$ cat src/rtl/frequency_ordered_list_macros.svh
// assertion macros for the frequency ordered list
`ifndef FREQUENCY_ORDERED_LIST_MACROS_SVH
`define FREQUENCY_ORDERED_LIST_MACROS_SVH
`ifndef ASSERT_OFF
`define FOL_ASSERT(lbl, prop, msg) \
  lbl: assert property (@(posedge clk_i) disable iff (!rst_ni) (prop)) else $error(msg);
`define FOL_ASSERT_NEVER(lbl, cond, msg) `FOL_ASSERT(lbl, !(cond), msg)
`else
`define FOL_ASSERT(lbl, prop, msg)
`define FOL_ASSERT_NEVER(lbl, cond, msg)
`endif
`endif

$ cat src/rtl/fol_pkg.sv
package fol_pkg;

  localparam int DEPTH        = 16;
  localparam int COUNT_BITS   = 16;

  localparam int CMD_W        = 2;
  localparam int VALUE_W      = 32;
  localparam int ITEM_COUNT_W = 16;
  localparam int STATUS_W     = 3;

  localparam logic [CMD_W-1:0] CMD_CLEAR  = 2'd0;
  localparam logic [CMD_W-1:0] CMD_APPEND = 2'd1;
  localparam logic [CMD_W-1:0] CMD_ACCESS = 2'd2;

  localparam logic [STATUS_W-1:0] ST_ENTRY    = 3'd0;
  localparam logic [STATUS_W-1:0] ST_APPENDED = 3'd1;
  localparam logic [STATUS_W-1:0] ST_FULL     = 3'd2;
  localparam logic [STATUS_W-1:0] ST_NOTFOUND = 3'd3;
  localparam logic [STATUS_W-1:0] ST_CLEARED  = 3'd4;

  // operation of the shared comparator
  typedef enum logic {
    CMP_EQ,
    CMP_GT
  } cmp_mode_e;

endpackage

$ cat src/rtl/fol_store.sv
module fol_store #(
  parameter int Depth     = fol_pkg::DEPTH,
  parameter int CountBits = fol_pkg::COUNT_BITS
) (
  input  logic                              clk_i,
  input  logic                              we_i,
  input  logic [$clog2(Depth)-1:0]          waddr_i,
  input  logic signed [fol_pkg::VALUE_W-1:0] wvalue_i,
  input  logic [CountBits-1:0]              wcount_i,
  input  logic [$clog2(Depth)-1:0]          raddr_i,
  output logic signed [fol_pkg::VALUE_W-1:0] rvalue_o,
  output logic [CountBits-1:0]              rcount_o
);

  logic signed [fol_pkg::VALUE_W-1:0] value_mem [Depth];
  logic [CountBits-1:0]               count_mem [Depth];

  always_ff @(posedge clk_i) begin
    if (we_i) begin
      value_mem[waddr_i] <= wvalue_i;
      count_mem[waddr_i] <= wcount_i;
    end
  end

  always_ff @(posedge clk_i) begin
    rvalue_o <= value_mem[raddr_i];
    rcount_o <= count_mem[raddr_i];
  end

endmodule

$ cat src/rtl/fol_cmp.sv
module fol_cmp #(
  parameter int CountBits = fol_pkg::COUNT_BITS
) (
  input  fol_pkg::cmp_mode_e                 mode_i,
  input  logic signed [fol_pkg::VALUE_W-1:0] a_value_i,
  input  logic signed [fol_pkg::VALUE_W-1:0] b_value_i,
  input  logic [CountBits-1:0]               a_count_i,
  input  logic [CountBits-1:0]               b_count_i,
  output logic                               hit_o
);

  always_comb begin
    case (mode_i)
      fol_pkg::CMP_EQ: hit_o = (a_value_i == b_value_i);
      fol_pkg::CMP_GT: hit_o = (a_count_i > b_count_i);
      default:         hit_o = 1'b0;
    endcase
  end

endmodule

$ cat src/rtl/frequency_ordered_list.sv
// channel   signals                                          direction
// command   start_i busy_o command_i value_i                 in, taken on start_i && !busy_o
// result    strobe_o item_value_o item_count_o status_o last_o  out, single-cycle strobe_o
//
// clear, append and access of an empty list answer in the cycle after they are taken
// and raise no busy. any other access reads and compares one entry per probe; a miss
// ends there, a hit is sorted by selection and every entry listed: the list sits in one
// memory with a single registered read port, and one comparator serves search and sort.
// reset is asynchronous, active low, and empties the list; the receiver cannot stall.
`include "frequency_ordered_list_macros.svh"

module frequency_ordered_list #(
  parameter int Depth     = fol_pkg::DEPTH,
  parameter int CountBits = fol_pkg::COUNT_BITS
) (
  input  logic                                    clk_i,
  input  logic                                    rst_ni,
  input  logic                                    start_i,
  output logic                                    busy_o,
  input  logic [fol_pkg::CMD_W-1:0]               command_i,
  input  logic signed [fol_pkg::VALUE_W-1:0]      value_i,
  output logic                                    strobe_o,
  output logic signed [fol_pkg::VALUE_W-1:0]      item_value_o,
  output logic [fol_pkg::ITEM_COUNT_W-1:0]        item_count_o,
  output logic [fol_pkg::STATUS_W-1:0]            status_o,
  output logic                                    last_o
);

  localparam int IdxW  = $clog2(Depth);
  localparam int CntW  = $clog2(Depth + 1);
  localparam int OutCw = (CountBits < fol_pkg::ITEM_COUNT_W) ? CountBits
                                                               : fol_pkg::ITEM_COUNT_W;

  localparam logic [3:0] S_IDLE     = 4'd0;
  localparam logic [3:0] S_SRCH_RD  = 4'd1;
  localparam logic [3:0] S_SRCH_CMP = 4'd2;
  localparam logic [3:0] S_SORT_RDI = 4'd3;
  localparam logic [3:0] S_SORT_LDI = 4'd4;
  localparam logic [3:0] S_SORT_RDJ = 4'd5;
  localparam logic [3:0] S_SORT_CMP = 4'd6;
  localparam logic [3:0] S_SWAP_A   = 4'd7;
  localparam logic [3:0] S_SWAP_B   = 4'd8;
  localparam logic [3:0] S_EMIT_RD  = 4'd9;
  localparam logic [3:0] S_EMIT_OUT = 4'd10;

  logic [3:0]      state_q, state_d;
  logic [CntW-1:0] total_q, total_d;
  logic [IdxW-1:0] i_q, i_d, j_q, j_d, best_q, best_d;

  logic signed [fol_pkg::VALUE_W-1:0] key_q, key_d;
  logic signed [fol_pkg::VALUE_W-1:0] a_val_q, a_val_d, b_val_q, b_val_d;
  logic [CountBits-1:0]               a_cnt_q, a_cnt_d, b_cnt_q, b_cnt_d;

  logic                                strobe_q, strobe_d;
  logic signed [fol_pkg::VALUE_W-1:0]  out_value_q, out_value_d;
  logic [fol_pkg::ITEM_COUNT_W-1:0]    out_count_q, out_count_d;
  logic [fol_pkg::STATUS_W-1:0]        out_status_q, out_status_d;
  logic                                out_last_q, out_last_d;

  logic                               mem_we;
  logic [IdxW-1:0]                    mem_waddr, mem_raddr;
  logic signed [fol_pkg::VALUE_W-1:0] mem_wvalue, rd_value;
  logic [CountBits-1:0]               mem_wcount, rd_count, inc_count;

  fol_pkg::cmp_mode_e cmp_mode;
  logic               cmp_hit;

  logic accept;
  logic i_at_end, j_at_end;
  logic [fol_pkg::ITEM_COUNT_W-1:0] rd_count_out;

  fol_store #(
    .Depth     (Depth),
    .CountBits (CountBits)
  ) u_store (
    .clk_i    (clk_i),
    .we_i     (mem_we),
    .waddr_i  (mem_waddr),
    .wvalue_i (mem_wvalue),
    .wcount_i (mem_wcount),
    .raddr_i  (mem_raddr),
    .rvalue_o (rd_value),
    .rcount_o (rd_count)
  );

  fol_cmp #(
    .CountBits (CountBits)
  ) u_cmp (
    .mode_i    (cmp_mode),
    .a_value_i (rd_value),
    .b_value_i (key_q),
    .a_count_i (rd_count),
    .b_count_i (b_cnt_q),
    .hit_o     (cmp_hit)
  );

  assign accept    = start_i && (state_q == S_IDLE);
  assign i_at_end  = ((CntW'(i_q) + 1'b1) >= total_q);
  assign j_at_end  = ((CntW'(j_q) + 1'b1) >= total_q);
  assign inc_count = (&rd_count) ? rd_count : rd_count + CountBits'(1);
  assign rd_count_out = fol_pkg::ITEM_COUNT_W'(rd_count[OutCw-1:0]);
  assign cmp_mode  = (state_q == S_SORT_CMP) ? fol_pkg::CMP_GT : fol_pkg::CMP_EQ;

  always_comb begin
    state_d      = state_q;
    total_d      = total_q;
    i_d          = i_q;
    j_d          = j_q;
    best_d       = best_q;
    key_d        = key_q;
    a_val_d      = a_val_q;
    a_cnt_d      = a_cnt_q;
    b_val_d      = b_val_q;
    b_cnt_d      = b_cnt_q;
    strobe_d     = 1'b0;
    out_value_d  = out_value_q;
    out_count_d  = out_count_q;
    out_status_d = out_status_q;
    out_last_d   = out_last_q;
    mem_we       = 1'b0;
    mem_waddr    = i_q;
    mem_wvalue   = b_val_q;
    mem_wcount   = b_cnt_q;
    mem_raddr    = i_q;

    case (state_q)
      S_IDLE: begin
        if (accept) begin
          out_value_d = '0;
          out_count_d = '0;
          out_last_d  = 1'b1;
          case (command_i)
            fol_pkg::CMD_CLEAR: begin
              total_d      = '0;
              strobe_d     = 1'b1;
              out_status_d = fol_pkg::ST_CLEARED;
            end
            fol_pkg::CMD_APPEND: begin
              strobe_d = 1'b1;
              if (total_q == CntW'(Depth)) begin
                out_status_d = fol_pkg::ST_FULL;
              end else begin
                mem_we       = 1'b1;
                mem_waddr    = total_q[IdxW-1:0];
                mem_wvalue   = value_i;
                mem_wcount   = '0;
                total_d      = total_q + 1'b1;
                out_status_d = fol_pkg::ST_APPENDED;
              end
            end
            fol_pkg::CMD_ACCESS: begin
              if (total_q == '0) begin
                strobe_d     = 1'b1;
                out_status_d = fol_pkg::ST_NOTFOUND;
              end else begin
                key_d   = value_i;
                i_d     = '0;
                state_d = S_SRCH_RD;
              end
            end
            default: ;
          endcase
        end
      end
      S_SRCH_RD: begin
        mem_raddr = i_q;
        state_d   = S_SRCH_CMP;
      end
      S_SRCH_CMP: begin
        if (cmp_hit) begin
          // count the first match, write it back, then sort from the head
          mem_we     = 1'b1;
          mem_waddr  = i_q;
          mem_wvalue = rd_value;
          mem_wcount = inc_count;
          i_d        = '0;
          state_d    = S_SORT_RDI;
        end else if (i_at_end) begin
          strobe_d     = 1'b1;
          out_value_d  = '0;
          out_count_d  = '0;
          out_status_d = fol_pkg::ST_NOTFOUND;
          out_last_d   = 1'b1;
          state_d      = S_IDLE;
        end else begin
          i_d     = i_q + 1'b1;
          state_d = S_SRCH_RD;
        end
      end
      S_SORT_RDI: begin
        mem_raddr = i_q;
        if (i_at_end) begin
          j_d     = '0;
          state_d = S_EMIT_RD;
        end else begin
          state_d = S_SORT_LDI;
        end
      end
      S_SORT_LDI: begin
        a_val_d = rd_value;
        a_cnt_d = rd_count;
        b_val_d = rd_value;
        b_cnt_d = rd_count;
        best_d  = i_q;
        j_d     = i_q + 1'b1;
        state_d = S_SORT_RDJ;
      end
      S_SORT_RDJ: begin
        mem_raddr = j_q;
        state_d   = S_SORT_CMP;
      end
      S_SORT_CMP: begin
        // strictly larger only, so the first of equal maxima stays best
        if (cmp_hit) begin
          best_d  = j_q;
          b_val_d = rd_value;
          b_cnt_d = rd_count;
        end
        if (j_at_end) begin
          state_d = S_SWAP_A;
        end else begin
          j_d     = j_q + 1'b1;
          state_d = S_SORT_RDJ;
        end
      end
      S_SWAP_A: begin
        if (best_q != i_q) begin
          mem_we     = 1'b1;
          mem_waddr  = i_q;
          mem_wvalue = b_val_q;
          mem_wcount = b_cnt_q;
          state_d    = S_SWAP_B;
        end else begin
          i_d     = i_q + 1'b1;
          state_d = S_SORT_RDI;
        end
      end
      S_SWAP_B: begin
        mem_we     = 1'b1;
        mem_waddr  = best_q;
        mem_wvalue = a_val_q;
        mem_wcount = a_cnt_q;
        i_d        = i_q + 1'b1;
        state_d    = S_SORT_RDI;
      end
      S_EMIT_RD: begin
        mem_raddr = j_q;
        state_d   = S_EMIT_OUT;
      end
      S_EMIT_OUT: begin
        strobe_d     = 1'b1;
        out_value_d  = rd_value;
        out_count_d  = rd_count_out;
        out_status_d = fol_pkg::ST_ENTRY;
        out_last_d   = j_at_end;
        if (j_at_end) begin
          state_d = S_IDLE;
        end else begin
          j_d     = j_q + 1'b1;
          state_d = S_EMIT_RD;
        end
      end
      default: state_d = S_IDLE;
    endcase
  end

  always_ff @(posedge clk_i or negedge rst_ni) begin
    if (!rst_ni) begin
      state_q  <= S_IDLE;
      total_q  <= '0;
      strobe_q <= 1'b0;
    end else begin
      state_q  <= state_d;
      total_q  <= total_d;
      strobe_q <= strobe_d;
    end
  end

  always_ff @(posedge clk_i) begin
    i_q          <= i_d;
    j_q          <= j_d;
    best_q       <= best_d;
    key_q        <= key_d;
    a_val_q      <= a_val_d;
    a_cnt_q      <= a_cnt_d;
    b_val_q      <= b_val_d;
    b_cnt_q      <= b_cnt_d;
    out_value_q  <= out_value_d;
    out_count_q  <= out_count_d;
    out_status_q <= out_status_d;
    out_last_q   <= out_last_d;
  end

  assign busy_o       = (state_q != S_IDLE);
  assign strobe_o     = strobe_q;
  assign item_value_o = out_value_q;
  assign item_count_o = out_count_q;
  assign status_o     = out_status_q;
  assign last_o       = out_last_q;

  `FOL_ASSERT(a_more_follow, (strobe_o && !last_o) |=> busy_o, "entry list cut short")
  `FOL_ASSERT(a_status_last, (strobe_o && status_o != fol_pkg::ST_ENTRY) |-> last_o,
              "status result not marked last")
  `FOL_ASSERT(a_empty_miss,
              (start_i && !busy_o && command_i == fol_pkg::CMD_ACCESS && total_q == '0)
              |=> (strobe_o && status_o == fol_pkg::ST_NOTFOUND),
              "access of empty list not reported")
  `FOL_ASSERT_NEVER(a_best_order, (state_q == S_SWAP_A) && (best_q < i_q),
                    "selected entry lies before sort position")
  `FOL_ASSERT_NEVER(a_total_range, total_q > CntW'(Depth), "entry total beyond depth")

endmodule
$ cat config.mk
export PLATFORM = sky130hd
export DESIGN_NAME = frequency_ordered_list
export DESIGN_NICKNAME = d
export VERILOG_FILES = /design/src/rtl/fol_pkg.sv /design/src/rtl/fol_store.sv /design/src/rtl/fol_cmp.sv /design/src/rtl/frequency_ordered_list.sv
export VERILOG_INCLUDE_DIRS = /design/src /design/src/rtl
export SDC_FILE = /design/constraint.sdc
export NUM_CORES = 1
export LEC_CHECK = 0
export BUFFER_PORTS_ARGS = -buffer_cell sky130_fd_sc_hd__clkbuf_2
export CORE_ASPECT_RATIO = 1.25
export CORE_MARGIN = 4
export CORE_UTILIZATION = 50
export CTS_BUF_LIST = sky130_fd_sc_hd__clkbuf_16
export CTS_CLUSTER_DIAMETER = 200
export CTS_CLUSTER_SIZE = 10
export DETAILED_ROUTE_END_ITERATION = 8
export GPL_ROUTABILITY_DRIVEN = 0
export PLACE_DENSITY = 0.66
export SYNTH_ARGS = -nofsm -noshare
export SYNTH_HDL_FRONTEND = slang
export SYNTH_SLANG_ARGS = --single-unit
export TNS_END_PERCENT = 20
$ cat constraint.sdc
create_clock -name clk_i -period 7.1 [get_ports clk_i]
set_input_delay 0.71 -clock clk_i [delete_from_list [all_inputs] [get_ports clk_i]]
set_output_delay 0.71 -clock clk_i [all_outputs]
set_load 0.02 [all_outputs]
Word level (Yosys, flattened, before mapping)
Memory sizes are Yosys's and may differ from the RTL's. A register that Yosys moved wholly into a read port is not among the register bits.
Index checks and enable logic that the tools add are counted.
W data, S select, Z words.
- input bits: 37
- memories: 2
- bits in writable memories: 768
- word-level logic and storage cells: 156
- bits in registers: 202
- output and inout port bits: 54
- add/sub/neg operators: 6
- equality and inequality tests: 28
- order comparisons: 3
- bitwise gates (word level): 2
- muxes and demuxes: 78
- reduce and logical (&&, ||, !) cells: 22
- memories (memory ; words ; width ; rd ports ; clocked after memory_dff ; wr ports ; line ; RTL):
    u_store.value_mem ; 16 ; 32 ; 1 ; 1 ; 1 ; fol_store.sv:15 ; logic signed [fol_pkg::VALUE_W-1:0] value_mem [Depth];
    u_store.count_mem ; 16 ; 16 ; 1 ; 1 ; 1 ; fol_store.sv:16 ; logic [CountBits-1:0] count_mem [Depth];
- operators by type and width (kind ; number):
    $mux W32 ; 7
    $pmux W32 S3 ; 2
    $mux W16 ; 9
    $pmux W16 S3 ; 2
    $mux W4 ; 19
    $pmux W32 S2 ; 1
    $pmux W4 S11 ; 1
    $eq A32 B32 Y1 ; 1
    $pmux W16 S2 ; 1
    $ne A2 B2 Y1 const B ; 9
    $pmux W3 S3 ; 2
    $add A16 B1 Y16 const B ; 1
    $eq A4 B3 Y1 const B ; 4
    $gt A16 B16 Y1 ; 1
    $mux W1 ; 16
    $pmux W4 S2 ; 2
    $pmux W4 S4 ; 1
    $reduce_and A16 Y1 ; 1
    $eq A4 B4 Y1 const B ; 3
    $mux W3 ; 4
    $pmux W4 S3 ; 1
    $reduce_and A4 Y1 ; 3
    $reduce_and A6 Y1 ; 2
    $add A4 B1 Y5 const B ; 2
    29 further kinds ; 44

Logic depth before layout (Yosys ltp)
- depth in word-level cells: 8
- mapped depth: 11
- depth with buffers taken out: 10

Cells and area by module
A second synthesis with hierarchy kept.
- cells, all modules: 2085
- area total of the unflattened synthesis: 40161.0 sq um
- modules (own cells, without submodules) (module ; seq. area each (sq um) ; times used ; area each (sq um) ; cells an instance):
    fol_store ; 24023.0 ; 1 ; 29694.7 ; 1242
    frequency_ordered_list ; 6015.8 ; 1 ; 9703.1 ; 741
    fol_cmp ; 0.0 ; 1 ; 763.2 ; 102

Worst setup path after synthesis
OpenSTA, ideal clock, no wires.
- path type: input to register
- start point: input command_i[1] in the netlist's numbering
- end point: memory u_store.count_mem[12][0] in the netlist's numbering (enable)
- setup slack: 1.068 ns
- arrival time: 5.519 ns
- path buffers: 2
- stages: 10
- required time: 6.587 ns
- setup time: 0.513 ns
- cell sequence: inv_1 > ha_1 > clkbuf_1 > nand2_1 > o21ai_1 > nand2_1 > o31ai_1 > a21oi_1 > buf_2 > nor3_1
- cells in the longest elaborated chain, start to end: 6
- elaborated cells on any way between the ends: 9
- classes of those cells: eq/ne: 1; mux: 8
- RTL lines (what ; line ; RTL):
    from (decl) ; frequency_ordered_list.sv:20 ; input logic [fol_pkg::CMD_W-1:0] command_i,
    $eq A2 B1 Y1 * ; frequency_ordered_list.sv:132 ; case (command_i)
    $mux W1 ; frequency_ordered_list.sv:132 ;
    $mux W1 ; frequency_ordered_list.sv:128 ; if (accept) begin
    $pmux W1 S4 ; frequency_ordered_list.sv:126 ; case (state_q)
    $mux W1 ; fol_store.sv:19 ; if (we_i) begin
    $mux W1 (implied by the code) ; fol_store.sv:21 ; count_mem[waddr_i] <= wcount_i;
    to (decl) ; fol_store.sv:16 ;
Mark *: on every way between the ends. The rest lies on a longest branch, timed or not.

Worst setup path in the final report
- start point: register state_q[3]
- end point: register u_store.rvalue_o[5] in the netlist's numbering, read port of u_store.value_mem
- cells in the longest elaborated chain, start to end: 3
- elaborated cells on any way between the ends: 4
- classes of those cells: eq/ne: 2; mux: 1; reduce/logical: 1
- RTL lines (what ; line ; RTL):
    from (decl) ; frequency_ordered_list.sv:46 ; logic [3:0] state_q, state_d;
    from (signal assigned) ; frequency_ordered_list.sv:273 ; state_q <= state_d;
    $eq A4 B4 Y1 or $eq A4 B3 Y1 (tied branches) ; frequency_ordered_list.sv:126 ;
    $reduce_or A2 Y1 (no source line) * ; -- ;
    $mux W4 * ; frequency_ordered_list.sv:126 ;
    to (decl) ; fol_store.sv:11 ; output logic signed [fol_pkg::VALUE_W-1:0] rvalue_o,
Marked as above.
A chain may end at the register's enable or synchronous reset.

==> results.md <==
- Dpl cells: 3490
- Net switching fraction of the power: between 30% and 40%
- Average cell area after synthesis: 16.9 µm²
- RR Startpoint: state_q[3]
- Crit. End Element: register
- GR met3 Demand/Resource: 3.77%
- RSZ-0062 raised after global routing: false
- Worst-path cell chain: buf_4 -> xnor2_1 -> nor3b_2 -> mux2i_4 -> buf_12 -> mux2i_1 -> o22ai_1 -> or4_1
- TNS Setup: 0 ns
- Clk_lat worst skew: 0.70 ns
- Int Power: 13.9 mW
- Delay-heaviest family, CP: buffers and inverters
- Hold WS: 0.233 ns
- Clock root buffer: clkbuf_16
- Static Leak: 16.7 nW
- R2R Setup Slk: between 2 and 2.5 ns
- Worst reg2reg endpoint: u_store.rvalue_o[5]
- Worst path depth: 8
- # H-tree levels: 3
- Worst-Margin Slew: 1.18 ns
- Synth warn: 0
- CTS tree: yes
- Max Clk Rate: about 200 MHz
- Ys flop type: edfxtp_1
- First-pass GRT wire length: 156 mm
- Max-cap violations: 0
- VDD IR max: between 0.0003 and 0.0004 V
- Core ar.: 0.0804 mm²
- Worst rel slew slack: 21.3%
- Synthesized Nets: 2486
- Met1 usage: 33.4%
- IO Port Bufs: 90
- Netlist cell types: 64
- Status: finished clean
- Gr usage total: 24.3%
- Synthesized area: roughly 0.041 mm²
- Die W: 263 µm
- Initial antenna violation count: 1
- CP max-delay cell: mux2i_4
- Fin crit period: approximately 5.0 ns
- Critical path class: reg -> reg
- Residual DRC: 0
- Share of post-route cells with drive strength above 1: 13.6%
- Die Span Y: 327 µm
- Post-CTS Resized: 0
- Final std cells w/o fill: 3689
- M2 GR Usage: 39.8%
- Setup bufs post-CTS: 0
- CP required: around 7.6 ns
- Clk pwr share: 23.4%
- Worst slack, placed: 2.17 ns
- Worst Path Buf+Inv: 2
- Worst Skew: 0.0436 ns
- Number of synthesized flops with an enable pin: 960
- I/O pin cnt: 91
- Vias per inst: 6.31
- Synth top area cells: edfxtp_1, mux2i_1, o22ai_1, dfxtp_1, a221o_1
- #FFs+latches synth: 1018
- Initial DRC count: 2279
- Sequential share of power: a little over two fifths
- Hold path startpoint: value_i[28]
- Period utilisation layout: 70.6%
- Share of the synthesized area in the top cell type: 70.8%
- Num CTS Buffers: 111
- Vias in the first global route: 23000
- Comb pwr share: 32.6%
- Reg2Reg Depth: 8
- Cell Pwr Density: 471 mW/mm²
- Clock transition at path regs: approximately 0.06 ns
- Psw: roughly 7.5 mW
- Area growth syn-to-layout: 12.1%
- Die area: about 0.086 mm²
- Critical path's largest stage delay: 0.78 ns
- Worst hold path cell count: 1
- Largest net degree at the start of global routing: 116
- Crit Path Max Fanout: between 100 and 150
- Gr busiest metal: met2
- CP arrival: 5.54 ns
- Synth Instances: about 2400
- Initial Utilization: 50.6%
- Setup ws final: 2.08 ns
- Grt total ovfl: 0
- DR vias: approximately 23000
- Setup violators final: 0
- Final Max Slew Viols: 0
- Worst Setup Start Kind: register
- Final Hold Fails: 0
- Fin nets: approximately 2600
- Hold Buf Count CTS: 1
- Detail Placement HPWL: approximately 57 mm
- ANT nets after route: 0
- Post-synth top area cell: edfxtp_1
- First drt pass iteration count: 5
- Share of flip-flops with an asynchronous set or reset: 0.982%
- Max clock buf depth: 3
- CTS Sinks: 1018
- Fill cells: 6190
- Sequential share of the synthesized area: 73.8%
- Drt total wl: about 110 mm
- Row cnt: 116
- Wire per inst: 29.0 µm
- # diodes: 0
- Worst Hold Path EP: key_q[28]
- HP Class: in -> reg
-- routing by layer --
layer | share of wire (%) | wire length (µm)
met1 | 40 | 43200
met2 | 48 | 51400
met3 | 8.0 | 8580
met4 | 3.5 | 3780
met5 | 0.011 | 12
-- placed cells by master (no fill, tap or decap), types with 4 or more instances in the layout --
cell type and n:
edfxtp_1 960, mux2i_1 389, o22ai_1 194, inv_1 112, clkbuf_16 111, clkbuf_2 90
and3_1 74, buf_4 61, nand2_1 56, or4_1 50, a221o_1 48, dfxtp_1 48
mux2_2 40, xnor2_1 37, ha_1 35, nor2_1 33, a21oi_1 28, nand3_1 24
o21ai_0 19, nand4_1 18, nor3_2 18, xor2_1 17, a22o_1 15, a221oi_1 13
nand2b_1 12, o2bb2ai_1 12, dfrtp_1 9, a22oi_1 8, nand2_2 8, nor3_1 6
a31oi_1 5, a21o_1 5, buf_12 5, nor2b_1 4, nor4_1 4
-- cell type report --
| type | instances | area [µm²] | area share [%] |
|---|---|---|---|
| sequential | 1018 | 30000 | 65.8 |
| multi-input combinational | 1223 | 9940 | 21.8 |
| clock inverter | 87 | 407 | 0.891 |
| timing repair buffer | 157 | 1020 | 2.23 |
| clock buffer | 111 | 2780 | 6.09 |
| inverter | 31 | 116 | 0.255 |
| tap | 1062 | 1330 | 2.91 |
-- stage by stage --
step	power, mW	area [µm²]	util (%)
floorplan	14.7	40700	-
global placement	16.3	42400	52.8
detailed placement	16.5	42400	52.8
CTS	21.5	45600	56.7
global route	22.4	45600	56.7
finish	21.5	45600	56.7
-- flip-flops by register name (all words and copies together), names as in the netlist --
name / flops
status_o: 3
item_value_o: 32
a_val_q: 32
key_q: 32
u_store.value_mem: 512
b_cnt_q: 16
u_store.rcount_o: 16
j_q: 4
item_count_o: 16
last_o: 1
a_cnt_q: 16
total_q: 5
b_val_q: 32
strobe_o: 1
state_q: 4
u_store.rvalue_o: 32
best_q: 4
u_store.count_mem: 256
i_q: 4
-- synth_stat cells (4+ instances only) --
cell       instances
mux2_2            40
nor3_1            24
nand3_1           24
nor2b_1            4
buf_1             12
and3_1            74
a221o_1           48
nand2b_1          12
a22oi_1            8
xnor2_1           37
xor2_1            17
buf_2             51
nor4_1             4
nor2_1            37
a21o_1             5
or4_1             50
inv_1             31
clkbuf_1          51
o22ai_1          194
a22o_1            15
dfrtp_1           10
dfxtp_1           48
a21oi_1           29
ha_1              35
mux2i_1          390
a31oi_1            5
o21ai_0           19
nand4_1           18
a221oi_1          13
o2bb2ai_1         12
nand2_1           64
buf_4              5
buf_6             23
edfxtp_1         960
-- worst max-delay path by stage --
stage / startpoint / end / slack, ns
after floorplan: command_i[1] / u_store.count_mem[12][0] / 1.07
after global placement: state_q[3] / u_store.rvalue_o[4] / 2.25
after detailed placement: state_q[3] / u_store.rvalue_o[4] / 2.17
after CTS: state_q[3] / u_store.rvalue_o[5] / 2.17
after global routing: state_q[3] / u_store.rcount_o[0] / 1.96
final: state_q[3] / u_store.rvalue_o[5] / 2.08
-- power by group through the flow --
stage	clock network, mW	logic (mW)	registers (mW)
CTS	5.11	6.97	9.45
floorplan	0	5.02	9.64
detailed placement	0	6.94	9.56
finish	5.03	6.99	9.46
global placement	0	6.75	9.51
global route	5.38	7.46	9.55
-- cells by family after synthesis --
logic type                 count (synthesis)  synth area share [%]
DFF                                     1018                  73.8
muxes                                    430                  10.7
AOI/OAI and AO/OA                        370                  6.40
and+or+nand+nor                          334                  4.64
buffers and inverters                    173                  2.22
xor gates and xnor gates                  54                  1.16
adders and majority gates                 35                  1.08
Power figures use the tool's default switching activity.
